<file path="src/hw/rtl/launcher_ramped_pwm_sequencer_defines.svh">
// ---------------------------------------------------------------------------
// Assertion macros for the launcher PWM sequencer
// Concurrent checks. In synthesis they compile to nothing.
// ---------------------------------------------------------------------------
`ifndef LAUNCHER_RAMPED_PWM_SEQUENCER_DEFINES_SVH
`define LAUNCHER_RAMPED_PWM_SEQUENCER_DEFINES_SVH

`ifndef SYNTHESIS

// Same-cycle implication under reset.
`define RPS_ASSERT_NOW(label, clk, rst_n, ante, cons) \
    label: assert property (@(posedge clk) disable iff (!rst_n) (ante) |-> (cons)) \
        else $error("rps check failed");

// Next-cycle implication under reset.
`define RPS_ASSERT_NEXT(label, clk, rst_n, ante, cons) \
    label: assert property (@(posedge clk) disable iff (!rst_n) (ante) |=> (cons)) \
        else $error("rps check failed");

`else

`define RPS_ASSERT_NOW(label, clk, rst_n, ante, cons)
`define RPS_ASSERT_NEXT(label, clk, rst_n, ante, cons)

`endif

`endif

</file>
<file path="src/hw/rtl/rps_pkg.sv">
// ---------------------------------------------------------------------------
// rps_pkg
// Shared widths, constants, codes and helpers of the PWM sequencer.
// ---------------------------------------------------------------------------
package rps_pkg;

    // Widths
    localparam int TICK_W  = 17;
    localparam int CMP_W   = (TICK_W > 17) ? TICK_W : 17;
    localparam int PULSE_W = 11;
    localparam int STEP_W  = 10;
    localparam int CFG_IDX_W  = 8;
    localparam int CFG_DATA_W = 16;

    // Counter saturation value
    localparam logic [TICK_W-1:0] TICK_MAX = {TICK_W{1'b1}};

    // Pulse widths in microseconds
    localparam logic [PULSE_W-1:0] NEUTRAL_US  = 11'd1500;
    localparam logic [PULSE_W-1:0] FULL_FWD_US = 11'd2000;
    localparam logic [PULSE_W-1:0] FULL_REV_US = 11'd1000;

    // Register reset values
    localparam logic [15:0]       SPIN_UP_RST = 16'd30;
    localparam logic [15:0]       SHOOT_RST   = 16'd50;
    localparam logic signed [7:0] FEED_RST    = 8'sd50;
    localparam logic [STEP_W-1:0] RAMP_RST    = 10'd100;

    // Configuration register indexes
    typedef enum logic [CFG_IDX_W-1:0] {
        CFG_SPIN_UP = 8'd0,
        CFG_SHOOT   = 8'd1,
        CFG_FEED    = 8'd2,
        CFG_RAMP    = 8'd3
    } t_cfg_idx;

    // Command codes
    typedef enum logic [3:0] {
        CMD_FLY_ON   = 4'd0,
        CMD_FLY_OFF  = 4'd1,
        CMD_FEED_ON  = 4'd2,
        CMD_FEED_OFF = 4'd3,
        CMD_FEED_REV = 4'd4,
        CMD_SHOOT    = 4'd5,
        CMD_CANCEL   = 4'd6,
        CMD_LED_ON   = 4'd7,
        CMD_LED_OFF  = 4'd8
    } t_cmd;

    // Item kind
    localparam logic KIND_TICK = 1'b0;
    localparam logic KIND_CMD  = 1'b1;

    // Map a speed percentage to a pulse width, clamped to full range
    function automatic logic [PULSE_W-1:0] speed_to_us(input logic signed [7:0] speed);
        logic signed [12:0] s;
        logic signed [12:0] us;
        s = {{5{speed[7]}}, speed};
        if (s < -13'sd100) begin
            s = -13'sd100;
        end else if (s > 13'sd100) begin
            s = 13'sd100;
        end
        us = 13'sd1500 + (s <<< 2) + s;
        return us[PULSE_W-1:0];
    endfunction

endpackage

</file>
<file path="src/hw/rtl/launcher_ramped_pwm_sequencer.sv">
// ---------------------------------------------------------------------------
// launcher_ramped_pwm_sequencer: two-channel ramped PWM with auto shoot
// State updates and the result word registers at the accept edge.
// Throughput 1 word per cycle while the result slot is empty or i_out_ready is high.
// Synchronous active-low reset: goals/widths neutral, sequence idle, LED off.
// ---------------------------------------------------------------------------
`include "launcher_ramped_pwm_sequencer_defines.svh"

module launcher_ramped_pwm_sequencer (
    input  logic                            i_clk,
    input  logic                            i_rst_n,
    // Configuration write channel
    input  logic                            i_cfg_valid,
    output logic                            o_cfg_ready,
    input  logic [rps_pkg::CFG_IDX_W-1:0]   i_cfg_index,
    input  logic [rps_pkg::CFG_DATA_W-1:0]  i_cfg_data,
    // Input channel
    input  logic                            i_in_valid,
    output logic                            o_in_ready,
    input  logic                            i_kind,
    input  logic [3:0]                      i_command,
    // Result channel
    output logic                            o_out_valid,
    input  logic                            i_out_ready,
    output logic [rps_pkg::PULSE_W-1:0]     o_flywheel_pulse_us,
    output logic [rps_pkg::PULSE_W-1:0]     o_feeder_pulse_us,
    output logic                            o_led_level,
    output logic                            o_auto_busy
);
    import rps_pkg::*;

    // Configuration registers
    logic [15:0]        r_spin_up;
    logic [15:0]        r_shoot;
    logic signed [7:0]  r_feed;
    logic [STEP_W-1:0]  r_ramp;

    // Channel state
    logic [PULSE_W-1:0] r_fly_goal,  n_fly_goal;
    logic [PULSE_W-1:0] r_fly_now,   n_fly_now;
    logic [PULSE_W-1:0] r_feed_goal, n_feed_goal;
    logic [PULSE_W-1:0] r_feed_now,  n_feed_now;
    logic               r_auto_on,   n_auto_on;
    logic [TICK_W-1:0]  r_elapsed,   n_elapsed;
    logic               r_led_on,    n_led_on;

    // Result register
    logic               r_out_valid, n_out_valid;

    logic               w_in_acc;
    logic               w_tick;
    logic [CMP_W-1:0]   w_t;
    logic [CMP_W-1:0]   w_spin;
    logic [CMP_W-1:0]   w_total;
    logic [PULSE_W-1:0] w_fly_ramp;
    logic [PULSE_W-1:0] w_feed_ramp;

    // Handshakes: config always taken; input taken when the result slot frees
    assign o_cfg_ready = 1'b1;
    assign o_in_ready  = !r_out_valid || i_out_ready;
    assign w_in_acc    = i_in_valid && o_in_ready;
    assign w_tick      = w_in_acc && (i_kind == KIND_TICK);

    // Sequence timing compares at a common width
    assign w_t     = CMP_W'(r_elapsed);
    assign w_spin  = CMP_W'(r_spin_up);
    assign w_total = CMP_W'({1'b0, r_spin_up} + {1'b0, r_shoot});

    // Apply a command or the sequence part of a tick
    always_comb begin
        n_fly_goal  = r_fly_goal;
        n_feed_goal = r_feed_goal;
        n_auto_on   = r_auto_on;
        n_elapsed   = r_elapsed;
        n_led_on    = r_led_on;
        if (w_in_acc && (i_kind == KIND_CMD)) begin
            unique case (i_command)
                CMD_FLY_ON:   n_fly_goal  = FULL_FWD_US;
                CMD_FLY_OFF:  n_fly_goal  = NEUTRAL_US;
                CMD_FEED_ON:  n_feed_goal = FULL_FWD_US;
                CMD_FEED_OFF: n_feed_goal = NEUTRAL_US;
                CMD_FEED_REV: n_feed_goal = FULL_REV_US;
                CMD_SHOOT: begin
                    n_auto_on = 1'b1;
                    n_elapsed = '0;
                end
                CMD_CANCEL: begin
                    n_fly_goal  = NEUTRAL_US;
                    n_feed_goal = NEUTRAL_US;
                    n_auto_on   = 1'b0;
                end
                CMD_LED_ON:   n_led_on = 1'b1;
                CMD_LED_OFF:  n_led_on = 1'b0;
                default: ;
            endcase
        end else if (w_tick && r_auto_on) begin
            priority if (r_elapsed == TICK_MAX) begin
                n_fly_goal  = NEUTRAL_US;
                n_feed_goal = NEUTRAL_US;
                n_auto_on   = 1'b0;
            end else if (w_t < w_spin) begin
                n_fly_goal = FULL_FWD_US;
            end else if (w_t < w_total) begin
                n_feed_goal = speed_to_us(r_feed);
            end else begin
                n_fly_goal  = NEUTRAL_US;
                n_feed_goal = NEUTRAL_US;
                n_auto_on   = 1'b0;
            end
            // Count up, saturate at the top
            if (r_elapsed != TICK_MAX) begin
                n_elapsed = r_elapsed + TICK_W'(1);
            end
        end
    end

    // Ramp both channels toward the updated goals
    rps_ramp u_fly_ramp (
        .i_now  (r_fly_now),
        .i_goal (n_fly_goal),
        .i_step (r_ramp),
        .o_next (w_fly_ramp)
    );

    rps_ramp u_feed_ramp (
        .i_now  (r_feed_now),
        .i_goal (n_feed_goal),
        .i_step (r_ramp),
        .o_next (w_feed_ramp)
    );

    // Only ticks move the current widths
    assign n_fly_now  = w_tick ? w_fly_ramp  : r_fly_now;
    assign n_feed_now = w_tick ? w_feed_ramp : r_feed_now;

    // Load the result on accept, drop it once taken
    always_comb begin
        n_out_valid = r_out_valid;
        if (w_in_acc) begin
            n_out_valid = 1'b1;
        end else if (i_out_ready) begin
            n_out_valid = 1'b0;
        end
    end

    // Configuration registers
    always_ff @(posedge i_clk) begin
        if (!i_rst_n) begin
            r_spin_up <= SPIN_UP_RST;
            r_shoot   <= SHOOT_RST;
            r_feed    <= FEED_RST;
            r_ramp    <= RAMP_RST;
        end else if (i_cfg_valid && o_cfg_ready) begin
            unique case (i_cfg_index)
                CFG_SPIN_UP: r_spin_up <= i_cfg_data;
                CFG_SHOOT:   r_shoot   <= i_cfg_data;
                CFG_FEED:    r_feed    <= signed'(i_cfg_data[7:0]);
                CFG_RAMP:    r_ramp    <= i_cfg_data[STEP_W-1:0];
                default: ;
            endcase
        end
    end

    // Channel state and result valid
    always_ff @(posedge i_clk) begin
        if (!i_rst_n) begin
            r_fly_goal  <= NEUTRAL_US;
            r_fly_now   <= NEUTRAL_US;
            r_feed_goal <= NEUTRAL_US;
            r_feed_now  <= NEUTRAL_US;
            r_auto_on   <= 1'b0;
            r_elapsed   <= '0;
            r_led_on    <= 1'b0;
            r_out_valid <= 1'b0;
        end else begin
            r_fly_goal  <= n_fly_goal;
            r_fly_now   <= n_fly_now;
            r_feed_goal <= n_feed_goal;
            r_feed_now  <= n_feed_now;
            r_auto_on   <= n_auto_on;
            r_elapsed   <= n_elapsed;
            r_led_on    <= n_led_on;
            r_out_valid <= n_out_valid;
        end
    end

    // Result word mirrors the state after the accepted item
    assign o_out_valid         = r_out_valid;
    assign o_flywheel_pulse_us = r_fly_now;
    assign o_feeder_pulse_us   = r_feed_now;
    assign o_led_level         = r_led_on;
    assign o_auto_busy         = r_auto_on;

    // Checks
    `RPS_ASSERT_NEXT(a_shoot_starts, i_clk, i_rst_n, w_in_acc && (i_kind == KIND_CMD) && (i_command == CMD_SHOOT), o_auto_busy && (r_elapsed == '0))
    `RPS_ASSERT_NEXT(a_cancel_stops, i_clk, i_rst_n, w_in_acc && (i_kind == KIND_CMD) && (i_command == CMD_CANCEL), !o_auto_busy && (r_fly_goal == NEUTRAL_US) && (r_feed_goal == NEUTRAL_US))
    `RPS_ASSERT_NEXT(a_neutral_snap, i_clk, i_rst_n, w_tick && !r_auto_on && (r_fly_goal == NEUTRAL_US), o_out_valid && (o_flywheel_pulse_us == NEUTRAL_US))

endmodule

</file>
<file path="src/hw/rtl/rps_ramp.sv">
// ---------------------------------------------------------------------------
// rps_ramp
// One tick of slew-limited pulse width tracking toward a goal.
// ---------------------------------------------------------------------------
module rps_ramp (
    input  logic [rps_pkg::PULSE_W-1:0] i_now,
    input  logic [rps_pkg::PULSE_W-1:0] i_goal,
    input  logic [rps_pkg::STEP_W-1:0]  i_step,
    output logic [rps_pkg::PULSE_W-1:0] o_next
);
    import rps_pkg::*;

    logic [PULSE_W-1:0] w_step;
    logic [PULSE_W-1:0] w_up_diff;
    logic [PULSE_W-1:0] w_dn_diff;

    // Treat a zero step as one
    assign w_step    = (i_step == '0) ? PULSE_W'(1) : PULSE_W'(i_step);
    assign w_up_diff = i_goal - i_now;
    assign w_dn_diff = i_now - i_goal;

    // Snap to neutral, else move by at most one step without passing the goal
    always_comb begin
        priority if (i_goal == NEUTRAL_US) begin
            o_next = NEUTRAL_US;
        end else if (i_now < i_goal) begin
            o_next = (w_up_diff > w_step) ? (i_now + w_step) : i_goal;
        end else if (i_now > i_goal) begin
            o_next = (w_dn_diff > w_step) ? (i_now - w_step) : i_goal;
        end else begin
            o_next = i_now;
        end
    end

endmodule
</file>
<file path="config.mk">
export PLATFORM = sky130hd
export DESIGN_NAME = launcher_ramped_pwm_sequencer
export DESIGN_NICKNAME = d
export VERILOG_FILES = /design/src/hw/rtl/rps_pkg.sv /design/src/hw/rtl/launcher_ramped_pwm_sequencer.sv /design/src/hw/rtl/rps_ramp.sv
export VERILOG_INCLUDE_DIRS = /design/src /design/src/hw/rtl
export SDC_FILE = /design/constraint.sdc
export NUM_CORES = 1
export LEC_CHECK = 0
export ABC_AREA = 0
export BUFFER_PORTS_ARGS = -buffer_cell sky130_fd_sc_hd__buf_2
export CAP_MARGIN = 25
export CORE_MARGIN = 2
export CORE_UTILIZATION = 60
export DETAILED_ROUTE_END_ITERATION = 12
export PLACE_DENSITY_LB_ADDON = 0.12
export SYNTH_ARGS = -nofsm -noshare
export SYNTH_HDL_FRONTEND = slang
export SYNTH_SLANG_ARGS = --single-unit
</file>
<file path="constraint.sdc">
create_clock -name i_clk -period 8.7 [get_ports i_clk]
set_clock_uncertainty 0.15 [all_clocks]
set_input_delay 1.74 -clock i_clk [delete_from_list [all_inputs] [get_ports i_clk]]
set_output_delay 1.74 -clock i_clk [all_outputs]
set_load 0.005 [all_outputs]
</file>
Word level (Yosys, flattened, before mapping)
Cells that the tools add are included.
- flip-flop bits (word level): 114
- word-level logic and storage cells: 125
- input bits: 34
- output and inout bits: 27
- mux-type cells: 43
- add/subtract/negate cells: 12
- equal/unequal tests: 19
- reductions and logical operators: 26
- bitwise operators: 1
- magnitude comparators: 12
- operators by type and width (operator ; number):
    $mux W11 ; 27
    $mux W17 ; 4
    $sub A11 B11 Y11 ; 5
    $gt A11 B11 Y1 ; 4
    $pmux W11 S3 ; 1
    $add A11 B11 Y11 ; 2
    $eq A11 B11 Y1 const B ; 2
    $gt A11 B10 Y1 ; 2
    $lt A11 B11 Y1 ; 2
    $pmux W11 S2 ; 1
    $add A16 B16 Y17 ; 1
    $add A17 B1 Y17 const B ; 1
    $eq A17 B17 Y1 const B ; 1
    $lt A17 B16 Y1 ; 1
    $lt A17 B17 Y1 ; 1
    $ne A17 B17 Y1 const B ; 1
    $eq A4 B3 Y1 const B ; 4
    $eq A8 B2 Y1 const B ; 2
    $reduce_and A2 Y1 ; 7
    $add A11 B10 Y11 ; 1
    $add A11 B11 Y11 const A ; 1
    $sub A11 B10 Y11 ; 1
    $logic_not A10 Y1 ; 1
    $mux W10 ; 1
    other kinds (22) ; 39

Longest topological paths before layout
Gate-level depths: netlist of run 1.
- depth after elaboration: 21
- mapped depth: 41
- depth with buffers taken out: 40

Hierarchy
From an unflattened synthesis of run 1, not the netlist that was laid out.
- cells, all modules: 1695
- area total of the unflattened synthesis: 12600.8 um^2
- by module, submodules not included (module ; cells an instance ; instances ; sequential area each (um^2) ; area each (um^2)):
    launcher_ramped_pwm_sequencer ; 887 ; 1 ; 2282.2 ; 6896.6
    rps_ramp (u_feed_ramp) ; 408 ; 1 ; 0.0 ; 2861.5
    rps_ramp (u_fly_ramp) ; 400 ; 1 ; 0.0 ; 2842.7

Least setup slack after synthesis of run 1
Ideal clock, no wire load.
- path kind: reg-to-reg
- start: register r_spin_up[0]
- end: register r_fly_now[2] (netlist: o_flywheel_pulse_us[2])
- stages on the path, launching flop included: 42
- path slack: 769 ps
- path buffers: 1
- data required time: 8471 ps
- library setup time: 79 ps
- arrival: 7702 ps
- clock period less this slack: 7931 ps
- cell sequence: dfxtp_1 > ha_1 > fa_1 > a21o_1 > a21oi_1 > o21bai_1 > a211oi_1 > o31ai_1 > o21a_1 > o21ai_0 > nand2b_1 > a31oi_1 > xor2_1 > ha_1 > nand2_1 > nor4_2 > a221oi_1 > o31a_2 > (+6 left out) > o21ai_0 > nand2b_1 > a21oi_1 > o21bai_1 > a21o_1 > a21oi_1 > xnor2_1 > ha_1 > a21o_1 > a211oi_1 > nand2b_1 > o21ai_0 > nand4_1 > and2_1 > buf_2 > a221o_1 > a22o_1 > a22oi_1
- longest elaborated chain between the ends: 13
- elaborated cells between the ends (all ways): 22
- classes of those cells: add/sub (3); order compare (6); eq/ne (1); mux (10); reduce/logical (2)
- ends and longest elaborated chain (what ; line ; text):
    start: declaration ; launcher_ramped_pwm_sequencer.sv:33 ; logic [15:0] r_spin_up;
    start signal: assignment ; launcher_ramped_pwm_sequencer.sv:155 ; CFG_SPIN_UP: r_spin_up <= i_cfg_data;
    $add A16 B16 Y17 ; launcher_ramped_pwm_sequencer.sv:67 ; assign w_total = CMP_W'({1'b0, r_spin_up} + {1'b0, r_shoot});
    $lt A17 B17 Y1 ; launcher_ramped_pwm_sequencer.sv:103 ; end else if (w_t < w_total) begin
    $mux W11 ; launcher_ramped_pwm_sequencer.sv:103 ;
    $mux W11 (*) ; launcher_ramped_pwm_sequencer.sv:101 ; end else if (w_t < w_spin) begin
    $mux W11 (*) ; launcher_ramped_pwm_sequencer.sv:97 ; priority if (r_elapsed == TICK_MAX) begin
    $mux W11 (*) ; launcher_ramped_pwm_sequencer.sv:96 ; end else if (w_tick && r_auto_on) begin
    $mux W11 (*) ; launcher_ramped_pwm_sequencer.sv:76 ; if (w_in_acc && (i_kind == KIND_CMD)) begin
    net n_fly_goal[1] ; launcher_ramped_pwm_sequencer.sv:39 ; logic [PULSE_W-1:0] r_fly_goal, n_fly_goal;
    $sub A11 B11 Y11 ; rps_ramp.sv:20 ; assign w_dn_diff = i_now - i_goal;
    $gt A11 B11 Y1 ; rps_ramp.sv:29 ; o_next = (w_dn_diff > w_step) ? (i_now - w_step) : i_goal;
    $mux W11 ; rps_ramp.sv:29 ;
    $mux W11 ; rps_ramp.sv:28 ; end else if (i_now > i_goal) begin
    $mux W11 ; rps_ramp.sv:26 ; end else if (i_now < i_goal) begin
    $mux W11 ; rps_ramp.sv:24 ; priority if (i_goal == NEUTRAL_US) begin
    end signal: assignment ; launcher_ramped_pwm_sequencer.sv:177 ; r_fly_now <= n_fly_now;
    end: declaration ; launcher_ramped_pwm_sequencer.sv:40 ; logic [PULSE_W-1:0] r_fly_now, n_fly_now;
The timed path passes the listed nets; every way through them passes the cells marked *. The select of a mux whose other input is x is not followed.
A chain may end at the register's enable or synchronous reset.

Worst setup path after layout of run 1
- start: register r_spin_up[0]
- end: register r_fly_now[4] (netlist: o_flywheel_pulse_us[4])
- longest elaborated chain between the ends: 13
- elaborated cells between the ends (all ways): 22
- classes of those cells: add/sub (3); order compare (6); eq/ne (1); mux (10); reduce/logical (2)
- ends and longest elaborated chain (what ; line):
    $add A16 B16 Y17 ; launcher_ramped_pwm_sequencer.sv:67
    $lt A17 B17 Y1 ; launcher_ramped_pwm_sequencer.sv:103
    $mux W11 ; launcher_ramped_pwm_sequencer.sv:103
    $mux W11 (*) ; launcher_ramped_pwm_sequencer.sv:101
    $mux W11 (*) ; launcher_ramped_pwm_sequencer.sv:97
    $mux W11 (*) ; launcher_ramped_pwm_sequencer.sv:96
    $mux W11 (*) ; launcher_ramped_pwm_sequencer.sv:76
    $sub A11 B11 Y11 ; rps_ramp.sv:20
    $gt A11 B11 Y1 ; rps_ramp.sv:29
    $mux W11 ; rps_ramp.sv:29
    $mux W11 ; rps_ramp.sv:28
    $mux W11 ; rps_ramp.sv:26
    $mux W11 ; rps_ramp.sv:24
Mark *: on every way between the ends. The rest lies on a longest branch, timed or not. The select of a mux whose other input is x is not followed.

==> results_dict.tcl, run 1 <==
set metrics [dict create \
    status "complete, no violations" \
    via_count 10884 \
    dieWidth_um 141 \
    rows 50 \
    grt_overflow 0 \
    total_power_mw 3.49 \
    path_common_cell "ha_1" \
    dieArea_sq_um 19900 \
    antenna_cells 0 \
    synth-main-ff-cell "dfxtp_1" \
    synth_seq_area_share_pct 20.2 \
    synthAdderAreaFrac_pct 22.1 \
    p_seq_share_pct 17.1 \
    p_sw_mw 1.50 \
    synth_mux_area_share_pct 4.55 \
    totalWireLength_um 33400 \
    core_sq_um 18600 \
    first_iter_violations 1070 \
    synth-compound-area-share_pct 23.7 \
    grtUsageMet3_pct 6.05 \
    met2_usage_pct 54.5 \
    hold_ws_ns 0.332 \
    max_stage_delay_ns 0.40 \
    syn_to_final_growth_pct 12.7 \
    use_met1_pct 42.9 \
    cp.arrival_ns 8.44 \
    hold_viol_final 0 \
    yosys_warnings 0 \
    swShare_pct 43.0 \
    drive_gt1_share_pct 13.0 \
    worstSetupPathType "reg2reg" \
    yosys.area_share.xor_xnor_pct 4.35 \
    htree_levels 4 \
    clock_tree.buffer_depth 2 \
    synthSimpleGateAreaFrac_pct 18.2 \
    slew_viol_final 0 \
    crit_path_top_delay_cell "or3b_4" \
    via_per_inst 6.28 \
    path_clk_slew_ns 0.05 \
    routedWlPerCell_um 19.3 \
    clkPwrFrac_pct 20.8 \
    grt_pass1_wl_um 52900 \
    cts_tree "done" \
    combPwrFrac_pct 62.1 \
    cp_max_fo 9 \
    numPortBuffers 59 \
    post-route-period-util_pct 94.9 \
    clockRootBuffer "clkbuf_16" \
    ys_ff_latch 114 \
    power_density_nw_per_um2 275 \
    period_needed_ns 8.25 \
    start_kind "flip-flop" \
    antenna_left 0 \
    ff_latch_area_sq_um 2280 \
    hpwl_um 25500 \
    ys_types 85 \
    layout_setup_ws_ns 0.447 \
    cts-buffers-inserted 17 \
    grt_usage_pct 33.3 \
    max-vdd-ir-drop_uv 322 \
    synth_top_area_share_pct 20.3 \
    firstDrtPassIters 8 \
    grt_busiest_layer "met2" \
    nets 1713 \
    p_int_mw 1.99 \
    synth_top_family_by_area "compound AO/OA/AOI/OAI gates" \
    hp-class "reg2reg" \
    io_pins 61 \
    final_area_sq_um 12700 \
    syn_area_sq_um 11300 \
    grt_max_degree 54 \
    synth_edf_count 0 \
    globalplace.congestion 0.963 \
    dpl-instance-area_sq_um 11900 \
    required_ns 8.89 \
    syn-num-nets 1651 \
    fmax_mhz 121 \
    hold_buffers 0 \
    grt_pass1_vias 10407 \
    pre_cts_slack_ns 0.00996 \
    async_flop_share_pct 0 \
    fill_cells 1617 \
    final-setup-viol-count 0 \
    insertion_delay_ns 0.42 \
    cap_viol_max_count 0 \
    start_util_pct 60.7 \
    synthTopCellsByArea "ha_1 20%, dfxtp_1 20%, nor2_1 4.6%" \
    cts.sinks 114 \
    synth_top_cell_by_area "ha_1" \
    avgSynthCellArea_sq_um 7.92 \
    drc 0 \
    end_kind "flip-flop" \
    slew_headroom_pct 40.9 \
    die_y_um 141 \
    multi_input_area_sq_um 8380 \
    antenna_found_initial 0 \
    worstMarginPinSlew_ns 0.876 \
    synthCells 1424 \
    p_leak_nw 5.96 \
]
registers in the layout (all words and copies together) (netlist names):
name	cells
o_auto_busy	1
o_feeder_pulse_us	11
o_flywheel_pulse_us	11
o_led_level	1
o_out_valid	1
r_elapsed	17
r_feed	8
r_feed_goal	11
r_fly_goal	11
r_ramp	10
r_shoot	16
r_spin_up	16
kinds of logic (layout without fill, tap and decap cells):
kind of cell             Yosys count  count (layout)
AND/OR/NAND/NOR                  420             420
buffers and inverters            194             269
flip-flops                       114             114
AO/OA/AOI/OAI                    395             395
other                              1               1
adder cells (fa/ha/maj)          193             193
XOR/XNOR                          56              56
multiplexers                      51              51
layer usage:
metal  vias to the layer above  wire [um]
li1                       5245          -
met3                        89       2350
met4                         0       1310
met1                      5116      14300
met2                       434      15500
met5                         -          0
placed cells by master (no fill, tap or decap), drive strengths merged, types with 8 or more instances in the layout:
cell type,netlist,routed
a211oi,12,12
a21o,31,31
a21oi,88,88
a221o,8,8
a22oi,13,13
a31oi,22,22
and2,8,8
and3,11,11
buf,14,104
clkbuf,47,19
dfxtp,114,114
fa,10,10
ha,183,183
inv,133,133
mux2i,49,49
nand2,93,93
nand2b,27,27
nand3,26,26
nand4,22,22
nor2,137,137
nor2b,23,23
nor3,30,30
nor4,8,8
o211ai,13,13
o21a,24,24
o21ai,73,73
o21bai,12,12
o221ai,13,13
o22ai,15,15
o31ai,9,9
or2,9,9
xnor2,35,35
xor2,21,21
what timing repair did:
action	in CTS	in global routing
gates cloned	0	2
pin swaps	0	9
setup endpoints to repair	9	22
resized for setup	2	43
buffers inserted	0	5
synth_stat cells, drive strengths merged, types with 15 or more instances:
| master | instances |
|---|---|
| nand3 | 26 |
| dfxtp | 114 |
| o21a | 24 |
| xor2 | 21 |
| xnor2 | 35 |
| a21oi | 88 |
| inv | 133 |
| nor3 | 30 |
| a21o | 31 |
| mux2i | 49 |
| nor2 | 137 |
| o22ai | 15 |
| clkbuf | 47 |
| nor2b | 23 |
| o21ai | 73 |
| nand2b | 27 |
| a31oi | 22 |
| nand4 | 22 |
| ha | 183 |
| nand2 | 93 |
critical path, delay by kind of cell, from the launching register on:
family          cells  cell delay [ns]
simple gates        8             1.45
fa+ha+maj           6             1.78
xor+xnor            1             0.13
flops               1             0.33
compound gates     24             4.16
buf+inv             1             0.16
layout make-up:
cell class	count	share of cell area, %
clock inverters	13	1.26
clock buffers	19	3.56
well taps	234	2.30
flip-flops and latches	114	18.0
inverters	133	3.93
repair buffers	104	5.03
multi-input cells	1116	66.0
per-stage QoR:
| step | instances | util (%) | setup TNS (ns) |
|---|---|---|---|
| after global placement | 1693 | 63.9 | 0 |
| final | 1733 | 68.4 | 0 |
| after floorplan | 1424 | - | 0 |
| after CTS | 1726 | 67.4 | 0 |
| after global routing | 1733 | 68.4 | -0.0150 |
| after detailed placement | 1694 | 64.0 | 0 |
power groups by stage:
stage / clock network [mW] / registers [mW] / logic, mW
5_1_grt: 0.750 / 0.600 / 2.37
2_1_floorplan: 0 / 0.592 / 1.43
4_1_cts: 0.729 / 0.595 / 1.97
3_3_place_gp: 0 / 0.606 / 1.92
3_5_place_dp: 0 / 0.606 / 1.95
6_report: 0.726 / 0.596 / 2.17
final timing paths:
| kind | start | to | slack (ns) | cells after the start |
|---|---|---|---|---|
| max | r_spin_up[0] | o_flywheel_pulse_us[4] | 0.45 | 40 |
| min | r_shoot[5] | r_shoot[5] | 0.33 | 2 |
| max reg2reg | r_spin_up[0] | o_flywheel_pulse_us[4] | 0.45 | 40 |
| min reg2reg | r_shoot[5] | r_shoot[5] | 0.33 | 2 |
Power figures use the tool's default switching activity.
==> run 2: changes to the inputs <==
--- a/config.mk
+++ b/config.mk
@@ -12,6 +12,7 @@
 export CORE_MARGIN = 2
 export CORE_UTILIZATION = 60
 export DETAILED_ROUTE_END_ITERATION = 12
+export GPL_TIMING_DRIVEN = 0
 export PLACE_DENSITY_LB_ADDON = 0.12
 export SYNTH_ARGS = -nofsm -noshare
 export SYNTH_HDL_FRONTEND = slang
==> run 2 against run 1 <==
Via count increased by 0.21%. Combinational power shrank 8%. Sequential power increased by 0.7%. First-iteration DRC count decreased by 16%. Clock-buffer cell count grew 2. Register-to-register slack got worse by 0.14 ns. Highest routed layer unchanged. Core utilization increased by 0.21 points.
==> results_dict.tcl, run 2 (synthesis gave the netlist of run 1 again) <==
set metrics [dict create \
    status "complete, no violations" \
    totalWireLength_um 33500 \
    htree_levels 4 \
    grt_pass1_vias 10183 \
    clock_tree.buffer_depth 2 \
    rows 50 \
    die_y_um 141 \
    final_common_cell "ha_1" \
    required_ns 8.90 \
    cap_viol_max_count 0 \
    total_power_mw 3.31 \
    worstSetupPathType "reg2reg" \
    cts.sinks 114 \
    worstMarginPinSlew_ns 0.839 \
    cp.arrival_ns 8.60 \
    power_density_nw_per_um2 259 \
    nets 1734 \
    antenna_left 0 \
    firstDrtPassIters 5 \
    routedWlPerCell_um 19.1 \
    grt_usage_pct 33.3 \
    timing.setup.tns_ns 0 \
    path_clk_slew_ns 0.06 \
    core_sq_um 18600 \
    hold_viol_final 0 \
    drc 0 \
    dpl-instance-area_sq_um 11900 \
    first_iter_violations 896 \
    cts-buffers-inserted 17 \
    path_common_cell "buf_4" \
    cts_tree "done" \
    antenna_found_initial 0 \
    cp_max_fo 9 \
    p_sw_mw 1.45 \
    syn_to_final_growth_pct 13.1 \
    p_seq_share_pct 18.1 \
    largest_reg_flops 17 \
    fmax_mhz 119 \
    clkPwrFrac_pct 21.7 \
    dieArea_sq_um 19900 \
    grt_pass1_wl_um 52700 \
    slew_headroom_pct 43.5 \
    regMostFlops "r_elapsed" \
    grt_max_degree 17 \
    final-setup-viol-count 0 \
    p_int_mw 1.86 \
    slew_viol_final 0 \
    antenna_cells 0 \
    crit_path_top_delay_cell "fa_1" \
    max-vdd-ir-drop_uv 265 \
    start_util_pct 60.7 \
    reg.largest.list "r_elapsed: 17 flops, r_shoot: 16 flops, r_spin_up: 16 flops" \
    swShare_pct 43.8 \
    hpwl_um 25600 \
    drive_gt1_share_pct 11.9 \
    numPortBuffers 57 \
    via_per_inst 6.22 \
    p_leak_nw 5.95 \
    combPwrFrac_pct 60.1 \
    final_area_sq_um 12700 \
    max_stage_delay_ns 0.41 \
    period_needed_ns 8.39 \
    io_pins 61 \
    start_kind "flip-flop" \
    hp-class "reg2reg" \
    clockRootBuffer "clkbuf_16" \
    dieWidth_um 141 \
    globalplace.congestion 0.944 \
    post-route-period-util_pct 96.4 \
    insertion_delay_ns 0.43 \
    grt_overflow 0 \
    hold_buffers 0 \
    end_kind "flip-flop" \
    fill_cells 1562 \
    via_count 10907 \
    final_cell_mix "182 x ha_1, 135 x nor2_1, 130 x inv_1" \
]
==> run 2: final timing paths <==
check / to / slack (ns) / startpoint / depth (start not counted)
setup / recovery: o_flywheel_pulse_us[2] / 0.31 / r_spin_up[0] / 41
hold / removal: r_shoot[5] / 0.34 / r_shoot[5] / 2
setup reg to reg: o_flywheel_pulse_us[2] / 0.31 / r_spin_up[0] / 41
hold reg to reg: r_shoot[5] / 0.34 / r_shoot[5] / 2
==> run 2: power by group through the flow <==
stage / combinational (mW) / sequential (mW) / clock [mW]
6_report: 1.99 / 0.600 / 0.719
5_1_grt: 2.17 / 0.603 / 0.747
4_1_cts: 1.89 / 0.598 / 0.718
3_5_place_dp: 1.83 / 0.609 / 0
3_3_place_gp: 1.80 / 0.608 / 0
2_1_floorplan: 1.43 / 0.592 / 0
==> run 2: stage by stage <==
stage                     instances  utilization (%)  setup slack (ns)  hold WS, ns
after floorplan                1424                -             0.769        0.294
after global placement         1715             63.8            -0.781        0.316
after detailed placement       1715             63.8            -0.886        0.327
after CTS                      1757             67.9            0.0262        0.339
after global routing           1754             68.6           -0.0629        0.362
final                          1754             68.6             0.309        0.340
==> run 2: area by class of cell <==
type / count / area [sq um] / share of cell area [%]
Multi-Input combinational cell: 1116 / 8450 / 66.3
Clock inverter: 11 / 135 / 1.06
Clock buffer: 21 / 460 / 3.61
Tap cell: 234 / 293 / 2.30
Timing Repair Buffer: 71 / 390 / 3.06
Inverter: 133 / 499 / 3.92
Sequential cell: 114 / 2280 / 17.9
Buffer: 54 / 240 / 1.88
==> run 2: layer usage <==
| metal | up-vias | part of all wire, % | GRT usage, % |
|---|---|---|---|
| met5 | - | 0 | 0 |
| met4 | 0 | 2.9 | 12.2 |
| met3 | 67 | 6.0 | 5.23 |
| met2 | 384 | 47 | 56.2 |
| met1 | 5180 | 44 | 43.2 |
| li1 | 5276 | - | - |
==> run 2: worst max-delay path, delay by kind of cell, from the launching register on <==
family	cells	cell delay (ns)
AOI/OAI and AO/OA	17	3.31
adders and majority gates	6	1.58
and+or+nand+nor	7	1.41
buffers and inverters	9	1.11
DFF	1	0.39
xor gates and xnor gates	2	0.35
==> run 2: repair_timing <==
action,in CTS,in global routing
setup endpoints to repair,22,22
buffers inserted,11,3
pin swaps,3,14
gates resized for setup,20,40
==> run 3: changes to the inputs <==
--- a/config.mk
+++ b/config.mk
@@ -6,7 +6,8 @@
 export SDC_FILE = /design/constraint.sdc
 export NUM_CORES = 1
 export LEC_CHECK = 0
-export ABC_AREA = 0
+export ABC_AREA = 1
+export ABC_CLOCK_PERIOD_IN_PS = 8700
 export BUFFER_PORTS_ARGS = -buffer_cell sky130_fd_sc_hd__buf_2
 export CAP_MARGIN = 25
 export CORE_MARGIN = 2
@@ -14,6 +15,7 @@
 export DETAILED_ROUTE_END_ITERATION = 12
 export GPL_TIMING_DRIVEN = 0
 export PLACE_DENSITY_LB_ADDON = 0.12
+export SETUP_SLACK_MARGIN = 0.4
 export SYNTH_ARGS = -nofsm -noshare
 export SYNTH_HDL_FRONTEND = slang
 export SYNTH_SLANG_ARGS = --single-unit
==> run 3 against run 2 <==
Global-route usage grew 2.8 points. Synthesized cell count grew 35%. Non-clock buffer count grew 3. Core utilization shrank 0.71 points. Sequential power shrank 5.3%. Critical path type unchanged. Critical endpoint is now o_feeder_pulse_us[2]. Highest routed layer unchanged.
==> results_dict.tcl, run 3 <==
set metrics [dict create \
    largest_reg_flops 17 \
    via_count 13113 \
    path_common_cell "nand2_1" \
    met2_usage_pct 59.9 \
    synthSimpleGateAreaFrac_pct 29.4 \
    clockRootBuffer "clkbuf_16" \
    grt_busiest_layer "met2" \
    crit_path_top_delay_cell "or4_1" \
    io_pins 61 \
    reg.largest.list "r_elapsed: 17 flops, r_shoot: 16 flops, r_spin_up: 16 flops" \
    antenna_found_initial 0 \
    fin_util_pct 67.9 \
    power_density_nw_per_um2 166 \
    cts.sinks 114 \
    core_sq_um 20400 \
    routedWlPerCell_um 17.4 \
    required_ns 8.83 \
    final_cell_mix "406 x nand2_1, 262 x inv_1, 183 x ha_1" \
    grt_max_degree 17 \
    drive_gt1_share_pct 8.06 \
    hp-class "reg2reg" \
    yosysMostFrequentCell "nand2_1" \
    insertion_delay_ns 0.42 \
    period_needed_ns 7.99 \
    hpwl_um 31600 \
    worstSetupPathType "reg2reg" \
    hold_viol_final 0 \
    dp_cells 2249 \
    ys_types 57 \
    antenna_cells 0 \
    dieWidth_um 149 \
    synth_top_cell_by_area "ha_1" \
    cts_tree "done" \
    synth_top_area_share_pct 18.3 \
    synth_seq_area_share_pct 18.2 \
    status "complete, no violations" \
    via_per_inst 5.75 \
    worstMarginPinSlew_ns 0.935 \
    synth_common_cells "410 x nand2_1, 262 x inv_1, 183 x ha_1, 174 x nor2_1, 173 x a21oi_1" \
    post-route-period-util_pct 91.8 \
    htree_levels 4 \
    die_y_um 149 \
    rows 52 \
    syn-num-nets 2147 \
    rsz0062_at_grt "false" \
    final-setup-viol-count 0 \
    firstDrtPassIters 8 \
    synthTopCellsByArea "ha_1 18%, dfxtp_1 18%, nand2_1 12%" \
    dieArea_sq_um 22100 \
    hold_depth 2 \
    start_util_pct 61.5 \
    synth-main-ff-cell "dfxtp_1" \
    synthAdderAreaFrac_pct 19.9 \
    syn_area_sq_um 12500 \
    ys_ff_latch 114 \
    timing.setup.tns_ns 0 \
    slew_viol_final 0 \
    cts-buffers-inserted 17 \
    cp.arrival_ns 8.12 \
    p_leak_nw 7.17 \
    cap_viol_max_count 0 \
    grt_pass1_wl_um 62700 \
    yosys.area_share.xor_xnor_pct 5.94 \
    final_common_cell "nand2_1" \
    use_met1_pct 47.6 \
    fmax_mhz 125 \
    end_kind "flip-flop" \
    antenna_left 0 \
    globalplace.congestion 1.03 \
    path_buf_inv 3 \
    grt_usage_pct 36.1 \
    numPortBuffers 58 \
    first_iter_violations 1053 \
    yosys_warnings 0 \
    grt_overflow 0 \
    path_delay_family "compound AO/OA/AOI/OAI gates" \
    synthCells 1920 \
    synth_top_family_by_area "simple AND/OR/NAND/NOR gates" \
    synth_edf_count 0 \
    max_stage_delay_ns 0.55 \
    syn_to_final_growth_pct 10.3 \
    async_flop_share_pct 0 \
    drc 0 \
    synth-compound-area-share_pct 16.1 \
    nets 2226 \
    start_kind "flip-flop" \
    grt_pass1_vias 12267 \
    crit_cells 43 \
    max-vdd-ir-drop_uv 199 \
    regMostFlops "r_elapsed" \
    final_cells 2281 \
    slew_headroom_pct 37.0 \
    hold_buffers 0 \
    avgSynthCellArea_sq_um 6.53 \
    synth_mux_area_share_pct 0 \
    reg2reg_depth 43 \
    path_clk_slew_ns 0.05 \
    cp_max_fo 10 \
    grtUsageMet3_pct 6.81 \
    totalWireLength_um 39600 \
    clock_tree.buffer_depth 2 \
]
## run 3: cell types whose count changed in the layout (fill, tap and decap cells not counted), sizes merged, moves of 49 or more
cell | previous run | this run
a21oi | 88 | 179
mux2i | 49 | 0
nand3 | 26 | 138
inv | 133 | 265
nand2 | 93 | 429
## run 3: layout make-up
| type | instances | area [sq um] |
|---|---|---|
| plain buffers | 68 | 302 |
| clock buffers | 22 | 474 |
| clock inverters | 9 | 130 |
| fillers | 1913 | 6540 |
| inverters | 268 | 1010 |
| multi-input cells | 1470 | 8990 |
| flip-flops and latches | 114 | 2280 |
| well taps | 270 | 338 |
| repair buffers | 60 | 305 |
## run 3: per-layer routing
metal  vias to the layer above  wire, um
li1                       6464         -
met1                      6037     17400
met2                       526     17800
met3                        86      3210
met4                         0      1170
met5                         -         0
## run 3: cell families after synthesis
group | Yosys count
other cells | 1
fa+ha+maj | 193
buf+inv | 336
xor+xnor | 85
flops | 114
compound gates | 357
simple gates | 834
## run 3: tightest hold or removal path, cell delays in order, from the launching register on
cell	delay (ns)
dfxtp_1	0.33
nor2_1	0.05
nor2_1	0.08
## run 3: what timing repair did
item                                    4_1_cts  5_1_grt
endpoints found under the setup margin        1       22
pin swaps                                     0        1
buffers inserted                              0        1
resized for setup                             1       17
## run 3: report_power, final
group | total (mW) | leakage [nW] | switching [mW] | internal, mW
clock network | 0.728 | 0.296 | 0.257 | 0.471
logic | 0.993 | 5.95 | 0.639 | 0.354
registers | 0.568 | 0.925 | 0.0324 | 0.536
## run 3: per-stage QoR
step	worst slack, ns	power, mW	hold WS (ns)	area, sq um
3_3_place_gp	0.598	1.52	0.316	13200
4_1_cts	0.491	2.26	0.336	13800
3_5_place_dp	0.463	1.54	0.324	13200
5_1_grt	0.308	2.44	0.364	13800
2_1_floorplan	2.03	1.29	0.279	12500
6_report	0.711	2.29	0.343	13800
## run 3: worst paths after layout
| check | start | endpoint | slack, ns |
|---|---|---|---|
| worst max-delay path | r_spin_up[0] | o_feeder_pulse_us[2] | 0.71 |
| worst min register to register | r_shoot[11] | r_shoot[11] | 0.34 |
| worst min-delay path | r_shoot[11] | r_shoot[11] | 0.34 |
| worst max register to register | r_spin_up[0] | o_feeder_pulse_us[2] | 0.71 |
